`src/design/gfmc_pkg.sv`:
```
`default_nettype none
package gfmc_pkg;

    localparam int PAYLOAD_BYTES = 6;
    localparam int IDX_W         = $clog2(PAYLOAD_BYTES);
    localparam int CNT_W         = 4;
    localparam int DUTY_W        = 10;
    localparam int QUEUE_DEPTH   = 2;
    localparam int QPTR_W        = $clog2(QUEUE_DEPTH);

    localparam logic [7:0]        START_MARKER_RST = 8'h80;
    localparam logic [CNT_W-1:0]  MISMATCH_RST     = 4'd10;
    localparam logic [7:0]        STICK_LOW_RST    = 8'h24;
    localparam logic [7:0]        STICK_HIGH_RST   = 8'h64;
    localparam logic [7:0]        STICK_RIGHT_RST  = 8'h7f;
    localparam logic [DUTY_W-1:0] DRIVE_DUTY_RST   = 10'd1023;
    localparam logic [7:0]        STICK_LEFT_VALUE = 8'h00;

    localparam int BTN_L1   = 1;
    localparam int BTN_R1   = 3;
    localparam int BTN_STOP = 4;
    localparam int BTN_X    = 5;
    localparam int BTN_O    = 6;

    typedef enum logic [1:0] {
        ST_OK       = 2'd0,
        ST_NO_START = 2'd1,
        ST_NO_SUM   = 2'd2
    } t_status;

    typedef enum logic [2:0] {
        REG_START_MARKER   = 3'd0,
        REG_MISMATCH_LIMIT = 3'd1,
        REG_STICK_LOW      = 3'd2,
        REG_STICK_HIGH     = 3'd3,
        REG_STICK_RIGHT    = 3'd4,
        REG_DRIVE_DUTY     = 3'd5
    } t_reg_idx;

    typedef logic [PAYLOAD_BYTES-1:0][7:0] t_frame;

    typedef struct packed {
        t_status status;
        t_frame  frame;
    } t_job;

    typedef struct packed {
        logic [7:0]        start_marker;
        logic [CNT_W-1:0]  mismatch_limit;
        logic [7:0]        stick_low_bound;
        logic [7:0]        stick_high_bound;
        logic [7:0]        stick_right_value;
        logic [DUTY_W-1:0] drive_duty;
    } t_cfg;

endpackage
`default_nettype wire

```
`src/design/gfmc_front.sv`:
```
`default_nettype none
module gfmc_front (
    input  wire logic          i_clk,
    input  wire logic          i_rst_n,
    input  wire logic          i_accept,
    input  wire logic [7:0]    i_rx_byte,
    input  wire gfmc_pkg::t_cfg i_cfg,
    output logic               o_push,
    output gfmc_pkg::t_job     o_push_job
);
    import gfmc_pkg::*;

    typedef enum logic [1:0] {
        PH_START,
        PH_DATA,
        PH_SUM
    } t_phase;

    t_phase            r_phase, n_phase;
    logic [IDX_W-1:0]  r_idx, n_idx;
    logic [CNT_W-1:0]  r_cnt, n_cnt;
    logic [6:0]        r_sum, n_sum;
    t_frame            r_frame;

    logic [CNT_W-1:0]  cnt_inc;
    logic              miss_out;

    assign cnt_inc  = r_cnt + 1'b1;
    assign miss_out = (cnt_inc >= i_cfg.mismatch_limit);

    always_comb begin
        n_phase           = r_phase;
        n_idx             = r_idx;
        n_cnt             = r_cnt;
        n_sum             = r_sum;
        o_push            = 1'b0;
        o_push_job.status = ST_OK;
        o_push_job.frame  = r_frame;
        if (i_accept) begin
            case (r_phase)
                PH_DATA: begin
                    n_sum = r_sum + i_rx_byte[6:0];
                    n_idx = r_idx + 1'b1;
                    if (r_idx == IDX_W'(PAYLOAD_BYTES - 1)) begin
                        n_phase = PH_SUM;
                        n_cnt   = '0;
                    end
                end
                PH_SUM: begin
                    if (i_rx_byte == {1'b0, r_sum}) begin
                        n_phase           = PH_START;
                        n_cnt             = '0;
                        o_push            = 1'b1;
                        o_push_job.status = ST_OK;
                    end else if (miss_out) begin
                        n_phase           = PH_START;
                        n_cnt             = '0;
                        o_push            = 1'b1;
                        o_push_job.status = ST_NO_SUM;
                    end else begin
                        n_cnt = cnt_inc;
                    end
                end
                default: begin
                    n_phase = PH_START;
                    if (i_rx_byte == i_cfg.start_marker) begin
                        n_phase = PH_DATA;
                        n_idx   = '0;
                        n_sum   = '0;
                        n_cnt   = '0;
                    end else if (miss_out) begin
                        n_cnt             = '0;
                        o_push            = 1'b1;
                        o_push_job.status = ST_NO_START;
                    end else begin
                        n_cnt = cnt_inc;
                    end
                end
            endcase
        end
    end

    always_ff @(posedge i_clk) begin
        if (!i_rst_n) begin
            r_phase <= PH_START;
            r_idx   <= '0;
            r_cnt   <= '0;
            r_sum   <= '0;
        end else begin
            r_phase <= n_phase;
            r_idx   <= n_idx;
            r_cnt   <= n_cnt;
            r_sum   <= n_sum;
        end
        if (i_accept && r_phase == PH_DATA) begin
            r_frame[r_idx] <= i_rx_byte;
        end
    end

endmodule
`default_nettype wire

```
`src/design/gfmc_queue.sv`:
```
`default_nettype none
module gfmc_queue (
    input  wire logic           i_clk,
    input  wire logic           i_rst_n,
    input  wire logic           i_push,
    input  wire gfmc_pkg::t_job i_push_job,
    output logic                o_full,
    input  wire logic           i_pop,
    output gfmc_pkg::t_job      o_pop_job,
    output logic                o_empty
);
    import gfmc_pkg::*;

    t_job              r_mem [QUEUE_DEPTH];
    logic [QPTR_W-1:0] r_wr_ptr;
    logic [QPTR_W-1:0] r_rd_ptr;
    logic [QPTR_W:0]   r_count, n_count;

    assign o_full    = (r_count == (QPTR_W + 1)'(QUEUE_DEPTH));
    assign o_empty   = (r_count == '0);
    assign o_pop_job = r_mem[r_rd_ptr];

    always_comb begin
        n_count = r_count;
        if (i_push && !i_pop) begin
            n_count = r_count + 1'b1;
        end else if (!i_push && i_pop) begin
            n_count = r_count - 1'b1;
        end
    end

    always_ff @(posedge i_clk) begin
        if (!i_rst_n) begin
            r_wr_ptr <= '0;
            r_rd_ptr <= '0;
            r_count  <= '0;
        end else begin
            r_count <= n_count;
            if (i_push) begin
                r_wr_ptr <= r_wr_ptr + 1'b1;
            end
            if (i_pop) begin
                r_rd_ptr <= r_rd_ptr + 1'b1;
            end
        end
        if (i_push) begin
            r_mem[r_wr_ptr] <= i_push_job;
        end
    end

endmodule
`default_nettype wire

```
`src/design/gfmc_back.sv`:
```
`default_nettype none
module gfmc_back (
    input  wire logic                        i_clk,
    input  wire logic                        i_rst_n,
    input  wire gfmc_pkg::t_cfg              i_cfg,
    input  wire gfmc_pkg::t_job              i_job,
    input  wire logic                        i_empty,
    output logic                             o_pop,
    output logic                             o_valid,
    input  wire logic                        i_stall,
    output logic [1:0]                       o_frame_status,
    output logic                             o_turret_direction,
    output logic [gfmc_pkg::DUTY_W-1:0]      o_turret_duty,
    output logic                             o_tire_direction,
    output logic [gfmc_pkg::DUTY_W-1:0]      o_tire_duty,
    output logic                             o_air_valve
);
    import gfmc_pkg::*;

    function automatic logic stick_aims(
        input logic [7:0] x,
        input logic [7:0] y,
        input logic [7:0] want,
        input logic [7:0] lo,
        input logic [7:0] hi
    );
        return (y < hi) && (y > lo) && (x == want);
    endfunction

    logic              r_valid;
    logic [1:0]        r_status;
    logic              r_tur_dir, n_tur_dir;
    logic [DUTY_W-1:0] r_tur_duty, n_tur_duty;
    logic              r_tire_dir, n_tire_dir;
    logic [DUTY_W-1:0] r_tire_duty, n_tire_duty;
    logic              r_valve, n_valve;

    logic [7:0] b0, b1, lx, ly, rx, ry;
    logic       aim_right, aim_left;

    assign b0 = i_job.frame[0];
    assign b1 = i_job.frame[1];
    assign lx = i_job.frame[2];
    assign ly = i_job.frame[3];
    assign rx = i_job.frame[4];
    assign ry = i_job.frame[5];

    assign aim_right = stick_aims(rx, ry, i_cfg.stick_right_value,
                                  i_cfg.stick_low_bound, i_cfg.stick_high_bound)
                    || stick_aims(lx, ly, i_cfg.stick_right_value,
                                  i_cfg.stick_low_bound, i_cfg.stick_high_bound);
    assign aim_left  = stick_aims(rx, ry, STICK_LEFT_VALUE,
                                  i_cfg.stick_low_bound, i_cfg.stick_high_bound)
                    || stick_aims(lx, ly, STICK_LEFT_VALUE,
                                  i_cfg.stick_low_bound, i_cfg.stick_high_bound);

    assign o_pop = !i_empty && (!r_valid || !i_stall);

    always_comb begin
        n_tur_dir   = r_tur_dir;
        n_tur_duty  = r_tur_duty;
        n_tire_dir  = r_tire_dir;
        n_tire_duty = r_tire_duty;
        n_valve     = r_valve;
        if (i_job.status == ST_OK) begin
            if (b0[BTN_R1]) begin
                n_tur_dir  = 1'b1;
                n_tur_duty = i_cfg.drive_duty;
            end else if (b0[BTN_L1]) begin
                n_tur_dir  = 1'b0;
                n_tur_duty = i_cfg.drive_duty;
            end
            if (b1[BTN_O]) begin
                n_valve = 1'b1;
            end else if (b1[BTN_X]) begin
                n_valve = 1'b0;
            end
            if (aim_right) begin
                n_tire_dir  = 1'b1;
                n_tire_duty = i_cfg.drive_duty;
            end else if (aim_left) begin
                n_tire_dir  = 1'b0;
                n_tire_duty = i_cfg.drive_duty;
            end else if (b1[BTN_STOP]) begin
                n_tire_duty = '0;
                n_tur_duty  = '0;
            end
        end
    end

    always_ff @(posedge i_clk) begin
        if (!i_rst_n) begin
            r_valid     <= 1'b0;
            r_status    <= ST_OK;
            r_tur_dir   <= 1'b0;
            r_tur_duty  <= '0;
            r_tire_dir  <= 1'b0;
            r_tire_duty <= '0;
            r_valve     <= 1'b0;
        end else begin
            if (o_pop) begin
                r_valid     <= 1'b1;
                r_status    <= i_job.status;
                r_tur_dir   <= n_tur_dir;
                r_tur_duty  <= n_tur_duty;
                r_tire_dir  <= n_tire_dir;
                r_tire_duty <= n_tire_duty;
                r_valve     <= n_valve;
            end else if (!i_stall) begin
                r_valid <= 1'b0;
            end
        end
    end

    assign o_valid            = r_valid;
    assign o_frame_status     = r_status;
    assign o_turret_direction = r_tur_dir;
    assign o_turret_duty      = r_tur_duty;
    assign o_tire_direction   = r_tire_dir;
    assign o_tire_duty        = r_tire_duty;
    assign o_air_valve        = r_valve;

endmodule
`default_nettype wire

```
`src/design/gamepad_frame_to_motor_commands.sv`:
```
`default_nettype none
// Gamepad frame receiver and motor command decoder. Serial bytes enter on
// i_rx_byte, one per cycle at full rate; each byte is taken in the cycle it is
// offered unless the two-entry queue between the frame parser and the command
// decoder is full, which is what raises o_stall. A result (one per good frame,
// failed start hunt or failed checksum hunt) is queued as the byte that closes
// it is transferred, then moves into the output register that drives o_valid.
// The decoder fills that register with one result per cycle unless the output
// stalls, so an output stall reaches o_stall only once the output register and
// both queue entries hold results. The command fields are held registers: they
// change only with a good frame. APB registers sit at byte addresses 0x00 to
// 0x14; the user must write them only while idle: the block does not check.
module gamepad_frame_to_motor_commands (
    input  wire logic                   i_clk,
    input  wire logic                   i_rst_n,
    input  wire logic                   i_valid,
    output logic                        o_stall,
    input  wire logic [7:0]             i_rx_byte,
    output logic                        o_valid,
    input  wire logic                   i_stall,
    output logic [1:0]                  o_frame_status,
    output logic                        o_turret_direction,
    output logic [9:0]                  o_turret_duty,
    output logic                        o_tire_direction,
    output logic [9:0]                  o_tire_duty,
    output logic                        o_air_valve,
    input  wire logic                   psel,
    input  wire logic                   penable,
    input  wire logic                   pwrite,
    input  wire logic [4:0]             paddr,
    input  wire logic [31:0]            pwdata,
    output logic [31:0]                 prdata,
    output logic                        pready
);
    import gfmc_pkg::*;

    t_cfg     r_cfg;
    t_reg_idx reg_idx;
    logic     cfg_wr;
    logic     in_accept;
    logic     push, full, pop, empty;
    t_job     push_job, pop_job;

    assign pready  = 1'b1;
    assign reg_idx = t_reg_idx'(paddr[4:2]);
    assign cfg_wr  = psel && penable && pwrite && pready;

    always_ff @(posedge i_clk) begin
        if (!i_rst_n) begin
            r_cfg.start_marker      <= START_MARKER_RST;
            r_cfg.mismatch_limit    <= MISMATCH_RST;
            r_cfg.stick_low_bound   <= STICK_LOW_RST;
            r_cfg.stick_high_bound  <= STICK_HIGH_RST;
            r_cfg.stick_right_value <= STICK_RIGHT_RST;
            r_cfg.drive_duty        <= DRIVE_DUTY_RST;
        end else if (cfg_wr) begin
            case (reg_idx)
                REG_START_MARKER:   r_cfg.start_marker      <= pwdata[7:0];
                REG_MISMATCH_LIMIT: r_cfg.mismatch_limit    <= pwdata[CNT_W-1:0];
                REG_STICK_LOW:      r_cfg.stick_low_bound   <= pwdata[7:0];
                REG_STICK_HIGH:     r_cfg.stick_high_bound  <= pwdata[7:0];
                REG_STICK_RIGHT:    r_cfg.stick_right_value <= pwdata[7:0];
                REG_DRIVE_DUTY:     r_cfg.drive_duty        <= pwdata[DUTY_W-1:0];
                default: begin
                end
            endcase
        end
    end

    always_comb begin
        case (reg_idx)
            REG_START_MARKER:   prdata = {24'd0, r_cfg.start_marker};
            REG_MISMATCH_LIMIT: prdata = {28'd0, r_cfg.mismatch_limit};
            REG_STICK_LOW:      prdata = {24'd0, r_cfg.stick_low_bound};
            REG_STICK_HIGH:     prdata = {24'd0, r_cfg.stick_high_bound};
            REG_STICK_RIGHT:    prdata = {24'd0, r_cfg.stick_right_value};
            REG_DRIVE_DUTY:     prdata = {22'd0, r_cfg.drive_duty};
            default:            prdata = '0;
        endcase
    end

    assign o_stall   = full;
    assign in_accept = i_valid && !o_stall;

    gfmc_front u_front (
        .i_clk      (i_clk),
        .i_rst_n    (i_rst_n),
        .i_accept   (in_accept),
        .i_rx_byte  (i_rx_byte),
        .i_cfg      (r_cfg),
        .o_push     (push),
        .o_push_job (push_job)
    );

    gfmc_queue u_queue (
        .i_clk      (i_clk),
        .i_rst_n    (i_rst_n),
        .i_push     (push),
        .i_push_job (push_job),
        .o_full     (full),
        .i_pop      (pop),
        .o_pop_job  (pop_job),
        .o_empty    (empty)
    );

    gfmc_back u_back (
        .i_clk              (i_clk),
        .i_rst_n            (i_rst_n),
        .i_cfg              (r_cfg),
        .i_job              (pop_job),
        .i_empty            (empty),
        .o_pop              (pop),
        .o_valid            (o_valid),
        .i_stall            (i_stall),
        .o_frame_status     (o_frame_status),
        .o_turret_direction (o_turret_direction),
        .o_turret_duty      (o_turret_duty),
        .o_tire_direction   (o_tire_direction),
        .o_tire_duty        (o_tire_duty),
        .o_air_valve        (o_air_valve)
    );

endmodule
`default_nettype wire

```
`config.mk`:
```
export PLATFORM = sky130hd
export DESIGN_NAME = gamepad_frame_to_motor_commands
export DESIGN_NICKNAME = d
export VERILOG_FILES = /design/src/design/gfmc_pkg.sv /design/src/design/gfmc_front.sv /design/src/design/gfmc_queue.sv /design/src/design/gfmc_back.sv /design/src/design/gamepad_frame_to_motor_commands.sv
export SDC_FILE = /design/constraint.sdc
export NUM_CORES = 1
export LEC_CHECK = 0
export BUFFER_PORTS_ARGS = -buffer_cell sky130_fd_sc_hd__buf_2
export CAP_MARGIN = 15
export CORE_MARGIN = 5
export CORE_UTILIZATION = 58
export CTS_BUF_LIST = sky130_fd_sc_hd__clkbuf_16
export CTS_CLUSTER_SIZE = 25
export DETAILED_ROUTE_END_ITERATION = 7
export GPL_TIMING_DRIVEN = 0
export PLACE_DENSITY_LB_ADDON = 0.3
export SLEW_MARGIN = 0
export SYNTH_ARGS = -nofsm -noshare
export SYNTH_HDL_FRONTEND = slang
export SYNTH_SLANG_ARGS = --single-unit
```
`constraint.sdc`:
```
create_clock -name i_clk -period 5.47 [get_ports i_clk]
set_input_delay 0.8205 -clock i_clk [delete_from_list [all_inputs] [get_ports i_clk]]
set_output_delay 0.8205 -clock i_clk [all_outputs]
set_load 0.02 [all_outputs]
```
==> results.sh, run 1 <==
export IMPL_status="completed"
export IMPL_die_height_um=138
export IMPL_fin_crit_sh_pct=86.2
export IMPL_crit_path_cell_trace="buf_2 > buf_2 > buf_1 > mux2_2 > ha_1 > a21oi_1 > a21boi_0 > o311ai_0 > o32ai_2 > o21ai_1 > nor2_1"
export IMPL_die_width_um=138
export IMPL_crit_top_cell="buf_2"
export IMPL_yosysSeqAreaShare_pct=56.3
export IMPL_port_buffers=61
export IMPL_max_cap_viol_count=0
export IMPL_finalSetupViolCount=0
export IMPL_ioPinCount=112
export IMPL_clkSinkCount=208
export IMPL_ir_drop_mv=0.255
export IMPL_cts_made_buffers=22
export IMPL_final_layout_size_suffix_gt1_share_pct=16.9
export IMPL_cts_root_buffer="clkbuf_16"
export IMPL_drt_iter0_markers=605
export IMPL_ys_async_sr_fraction_pct=0
export IMPL_fin_skew_ps=17.1
export IMPL_clk_latency_ps=510
export IMPL_drc=0
export IMPL_p_clk_share_pct=38.6
export IMPL_grt_antenna_before_repair=0
export IMPL_syn_cell_area_sq_um=9440
export IMPL_crit_fanout=10
export IMPL_p_per_area_nw_per_um2=346
export IMPL_p_sw_share_pct=26.2
export IMPL_routabilityCongestion=1.01
export IMPL_seqCellArea_sq_um=5320
export IMPL_leakage_nw=4.41
export IMPL_pwr_share_comb_pct=16.0
export IMPL_synthTopCellsByArea="edfxtp_1, dfxtp_1, mux2i_1"
export IMPL_synth_common_cells="edfxtp_1, dfxtp_1, mux2i_1"
export IMPL_min_period_ps=4710
export IMPL_drt_pass1_iter_count=5
export IMPL_routed_wl_mm=22.5
export IMPL_post_cts_buffers=0
export IMPL_final_setup_tns_ps=0
export IMPL_nets=1019
export IMPL_h_tree_depth=1
export IMPL_fmax_mhz=212
export IMPL_fp_coreArea_sq_um=15900
export IMPL_grt_overflow_total=0
export IMPL_cp_start_kind="flip-flop"
export IMPL_hpwl_mm=16.0
export IMPL_synth_edf_count=115
export IMPL_synth_main_ff_cell="edfxtp_1"
export IMPL_required_ps=5820
export IMPL_slew_violations=0
export IMPL_timing_final_ws_setup_ps=756
export IMPL_grt_pass1_wl_mm=34.8
export IMPL_die_area_sq_um=18900
export IMPL_num_antenna_cells=0
export IMPL_synth_top_area_cell="edfxtp_1"
export IMPL_cts_tree="yes"
export IMPL_grt_usage_pct=24.2
export IMPL_ys_ff_latch=208
export IMPL_area_growth_pct=15.1
export IMPL_synthCells=811
export IMPL_viasPerCell=5.81
export IMPL_yosys_cell_count_top_type="edfxtp_1"
export IMPL_multiInputGateArea_sq_um=3780
export IMPL_wl_per_cell_um=19.5
export IMPL_arrival_ps=5070
export IMPL_nFillCells=1174
export IMPL_rsz0062_at_grt="no"
export IMPL_internal_power_mw=2.78
export IMPL_cts_resized=0
export IMPL_worstMarginPinSlew_ps=1130
export IMPL_pwr_share_seq_pct=45.4
export IMPL_initial_core_util_pct=59.2
export IMPL_placementRows=46
export IMPL_ant_nets=0
export IMPL_via_count=6693
export IMPL_holdBufCountCts=0
export IMPL_power_switching_uw=985
export IMPL_ys_types=58
export IMPL_cpMaxStageDelayCell="o311ai_0"
export IMPL_cpPeakStageDelay_ps=960
export IMPL_dp_slack_ps=730
export IMPL_synth_warnings=0
export IMPL_max_slew_margin_rel_pct=23.8
export IMPL_grt_pass1_vias=6414
export IMPL_clk_path_buf_depth=3
export IMPL_end_kind="flip-flop"
export IMPL_path_clk_slew_ps=60
export IMPL_fin_hold_ws_ps=440
export IMPL_hold_path_class="reg2reg"
export IMPL_path_class="reg2reg"
export IMPL_postSynthAreaPerCell_sq_um=11.6
export IMPL_hold_viol=0
export IMPL_grt_max_degree=40
export IMPL_yosysTopAreaCellShare_pct=36.6
[worst max-delay path, delay by kind of cell, from the launching register on]
kind | cells | cell delay [ps]
multiplexers | 1 | 450
flip-flops | 1 | 340
AND/OR/NAND/NOR | 1 | 120
adder cells (fa/ha/maj) | 1 | 320
buffers and inverters | 3 | 1150
AO/OA/AOI/OAI | 5 | 2170
[final timing paths]
check / from / end / slack, ps / cells past startpoint
worst max-delay path: flip-flop / u_back.o_turret_duty[9] / 760 / 11
worst max register to register: flip-flop / u_back.o_turret_duty[9] / 760 / 11
worst min-delay path: u_front.o_push_job[28] / u_queue.r_mem[0][28] / 440 / 0
worst min register to register: u_front.o_push_job[28] / u_queue.r_mem[0][28] / 440 / 0
[power groups by stage]
stage               registers, mW  logic, mW  clock network (mW)
global placement             1.74      0.583                   0
detailed placement           1.74      0.592                   0
global route                 1.71      0.658                1.54
finish                       1.71      0.601                1.45
floorplan                    1.76      0.403                   0
CTS                          1.71      0.600                1.47
[state kept, by name (all words and copies together) (netlist names), named ones only]
register	count
u_back.o_valid	1
u_back.o_tire_direction	1
u_queue.r_count	2
u_front.o_push_job	37
u_queue.r_mem	78
u_front.r_sum	7
u_queue.r_wr_ptr	1
u_back.o_turret_duty	10
u_back.o_air_valve	1
r_cfg	46
u_front.r_idx	3
u_queue.r_rd_ptr	1
u_back.o_turret_direction	1
u_front.r_phase	2
u_front.r_cnt	4
u_back.o_frame_status	2
u_back.o_tire_duty	10
[metal layers]
metal  wire length [um]  global-route usage (%)
met1               9830                    33.6
met2              10100                    38.8
met4                829                    9.48
met3               1740                    3.18
met5                  0                       0
[cells by family after synthesis]
group / synth area share (%)
multiplexers: 9.48
flip-flops: 56.3
adder cells (fa/ha/maj): 6.31
AO/OA/AOI/OAI: 8.31
XOR/XNOR: 3.25
buffers and inverters: 4.67
AND/OR/NAND/NOR: 11.6
other: 0.0796
[layout by cell type (no fill, tap or decap), types with 16 or more instances in the layout]
cell	n
edfxtp_1	115
dfxtp_1	93
mux2i_1	68
nand2_1	67
buf_2	65
nor2_1	60
ha_1	46
inv_1	42
a21oi_1	39
nand3_1	30
buf_4	25
conb_1	23
clkbuf_16	23
xnor2_1	22
clkbuf_1	21
mux2_2	17
nor4_1	16
[stage by stage]
stage / instances / utilization, % / power, mW / area [sq um]
finish: 1152 / 68.1 / 3.76 / 10900
global route: 1152 / 68.1 / 3.91 / 10900
CTS: 1152 / 68.1 / 3.78 / 10900
detailed placement: 1112 / 63.6 / 2.33 / 10100
global placement: 1109 / 63.3 / 2.32 / 10100
floorplan: 832 / - / 2.17 / 9520
[final cells by class]
class	instances	share of cell area, %
buffer	54	2.81
clock buffer	23	5.30
clock inverter	17	1.30
inverter	36	1.24
multi-input combinational	534	34.8
sequential	208	48.9
tap	216	2.49
timing repair buffer	64	3.11
Note: power is estimated with default switching activity, not from simulation.
==> run 2: changes to the inputs <==
--- a/config.mk
+++ b/config.mk
@@ -7,6 +7,7 @@
 export LEC_CHECK = 0
 export BUFFER_PORTS_ARGS = -buffer_cell sky130_fd_sc_hd__buf_2
 export CAP_MARGIN = 15
+export CORE_ASPECT_RATIO = 0.6
 export CORE_MARGIN = 5
 export CORE_UTILIZATION = 58
 export CTS_BUF_LIST = sky130_fd_sc_hd__clkbuf_16
==> run 2 against run 1 <==
Net effect: fmax shrank 6.5%; sequential power about the same; global-route usage rose by 0.11 points; register-to-register slack worse by 330 ps; total power fell by 2.5%; final area down 0.55%; clock power shrank 7%; routed wire length increased by 4.0%; sequential share of layout area increased by 0.27 points; die area rose by 0.44%; first-iteration DRC count up 18%; largest power group unchanged.
==> results.sh, run 2 (synthesized netlist as in run 1, its figures left out) <==
export IMPL_required_ps=5810
export IMPL_clk_path_buf_depth=3
export IMPL_stdcell_area_sq_um=10800
export IMPL_max_slew_margin_rel_pct=15.3
export IMPL_grt_pass1_wl_mm=35.3
export IMPL_worstMarginPinSlew_ps=1250
export IMPL_p_clk_share_pct=36.8
export IMPL_final_common_cell="edfxtp_1"
export IMPL_pwr_share_seq_pct=46.5
export IMPL_die_area_sq_um=19000
export IMPL_hold_viol=0
export IMPL_dpl_cell_count=1105
export IMPL_via_count=6649
export IMPL_ant_nets=0
export IMPL_initial_core_util_pct=58.7
export IMPL_viasPerCell=5.82
export IMPL_die_width_um=175
export IMPL_final_setup_tns_ps=0
export IMPL_min_period_ps=5040
export IMPL_internal_power_mw=2.69
export IMPL_fmax_mhz=198
export IMPL_p_sw_share_pct=26.7
export IMPL_final_layout_size_suffix_gt1_share_pct=17.0
export IMPL_largest_reg_flops=78
export IMPL_ir_drop_mv=0.252
export IMPL_nets=1018
export IMPL_port_buffers=61
export IMPL_cpMaxStageDelayCell="o311ai_0"
export IMPL_max_cap_viol_count=0
export IMPL_arrival_ps=5380
export IMPL_slew_violations=0
export IMPL_hold_path_class="reg2reg"
export IMPL_grt_usage_pct=24.3
export IMPL_path_class="reg2reg"
export IMPL_cts_resized=0
export IMPL_cp_start_kind="flip-flop"
export IMPL_clk_latency_ps=500
export IMPL_placementRows=36
export IMPL_nFillCells=1211
export IMPL_end_kind="flip-flop"
export IMPL_fin_skew_ps=15.3
export IMPL_dp_slack_ps=578
export IMPL_final_cell_mix="edfxtp_1, dfxtp_1, mux2i_1, nand2_1, buf_2"
export IMPL_num_antenna_cells=0
export IMPL_drt_iter0_markers=713
export IMPL_crit_fanout=10
export IMPL_drc=0
export IMPL_area_growth_pct=14.5
export IMPL_path_clk_slew_ps=70
export IMPL_die_height_um=109
export IMPL_grt_antenna_before_repair=0
export IMPL_drt_pass1_iter_count=5
export IMPL_fp_coreArea_sq_um=16100
export IMPL_h_tree_depth=1
export IMPL_cts_tree="yes"
export IMPL_rsz0062_at_grt="no"
export IMPL_timing_final_ws_setup_ps=429
export IMPL_post_cts_buffers=0
export IMPL_holdBufCountCts=0
export IMPL_leakage_nw=4.37
export IMPL_largest_register="u_queue.r_mem"
export IMPL_place_area_sq_um=10200
export IMPL_crit_top_cell="buf_2"
export IMPL_finalSetupViolCount=0
export IMPL_hpwl_mm=17.2
export IMPL_grt_pass1_vias=6211
export IMPL_routed_wl_mm=23.4
export IMPL_clkSinkCount=208
export IMPL_power_switching_uw=980
export IMPL_routabilityCongestion=0.944
export IMPL_power_mw=3.67
export IMPL_fin_crit_sh_pct=92.1
export IMPL_min_from="u_front.o_push_job[13]"
export IMPL_wl_per_cell_um=20.5
export IMPL_instances_no_fill=1142
export IMPL_grt_overflow_total=0
export IMPL_pwr_share_comb_pct=16.6
export IMPL_ioPinCount=112
export IMPL_grt_max_degree=40
export IMPL_crit_path_cell_trace="buf_2 > buf_2 > buf_1 > mux2_2 > ha_1 > a21oi_1 > a21boi_0 > o311ai_0 > o32ai_2 > o21ai_1 > nor2_1"
export IMPL_cts_made_buffers=20
export IMPL_p_per_area_nw_per_um2=340
export IMPL_cpPeakStageDelay_ps=1060
export IMPL_cts_root_buffer="clkbuf_16"
export IMPL_status="completed"
## run 2: changes by cell type in the layout (fill, tap and decap cells not counted), sizes merged
| cell | previous run | this run |
|---|---|---|
| clkbuf | 45 | 43 |
| clkinvlp | 1 | 2 |
| inv | 45 | 42 |
| clkinv | 5 | 6 |
## run 2: final timing paths
kind | end | slack [ps] | cells past startpoint
setup / recovery | u_back.o_turret_duty[9] | 430 | 11
hold reg to reg | u_queue.r_mem[0][13] | 440 | 0
setup reg to reg | u_back.o_turret_duty[9] | 430 | 11
hold / removal | u_queue.r_mem[0][13] | 440 | 0
## run 2: power groups by stage
stage / logic, mW / registers (mW) / clock network, mW
2_1_floorplan: 0.403 / 1.76 / 0
3_3_place_gp: 0.591 / 1.74 / 0
3_5_place_dp: 0.599 / 1.74 / 0
4_1_cts: 0.605 / 1.71 / 1.37
5_1_grt: 0.665 / 1.71 / 1.44
6_report: 0.611 / 1.71 / 1.35
## run 2: per-layer routing
metal,vias to the layer above,share of wire [%],GRT usage (%)
li1,3132,-,-
met1,3189,46,37.5
met2,307,42,35.3
met3,21,11,6.58
met4,0,1.2,3.36
met5,-,0,0
## run 2: layout make-up
cell class | instances | area (sq um) | area share [%]
well taps | 209 | 262 | 2.42
multi-input cells | 534 | 3790 | 35.1
inverters | 36 | 135 | 1.25
clock inverters | 16 | 144 | 1.33
flip-flops and latches | 208 | 5320 | 49.2
clock buffers | 20 | 500 | 4.63
repair buffers | 65 | 353 | 3.27
plain buffers | 54 | 305 | 2.83
## run 2: metrics by stage
step / hold WS [ps] / util [%]
floorplan: 421 / -
global placement: 422 / 62.7
detailed placement: 429 / 63.1
CTS: 441 / 67.1
global route: 455 / 67.2
finish: 441 / 67.2
## run 2: worst max-delay path, delay by kind of cell, from the launching register on
| family | cells | cell delay, ps |
|---|---|---|
| buffers and inverters | 3 | 1170 |
| multiplexers | 1 | 430 |
| flip-flops | 1 | 360 |
| AO/OA/AOI/OAI | 5 | 2460 |
| AND/OR/NAND/NOR | 1 | 110 |
| adder cells (fa/ha/maj) | 1 | 330 |
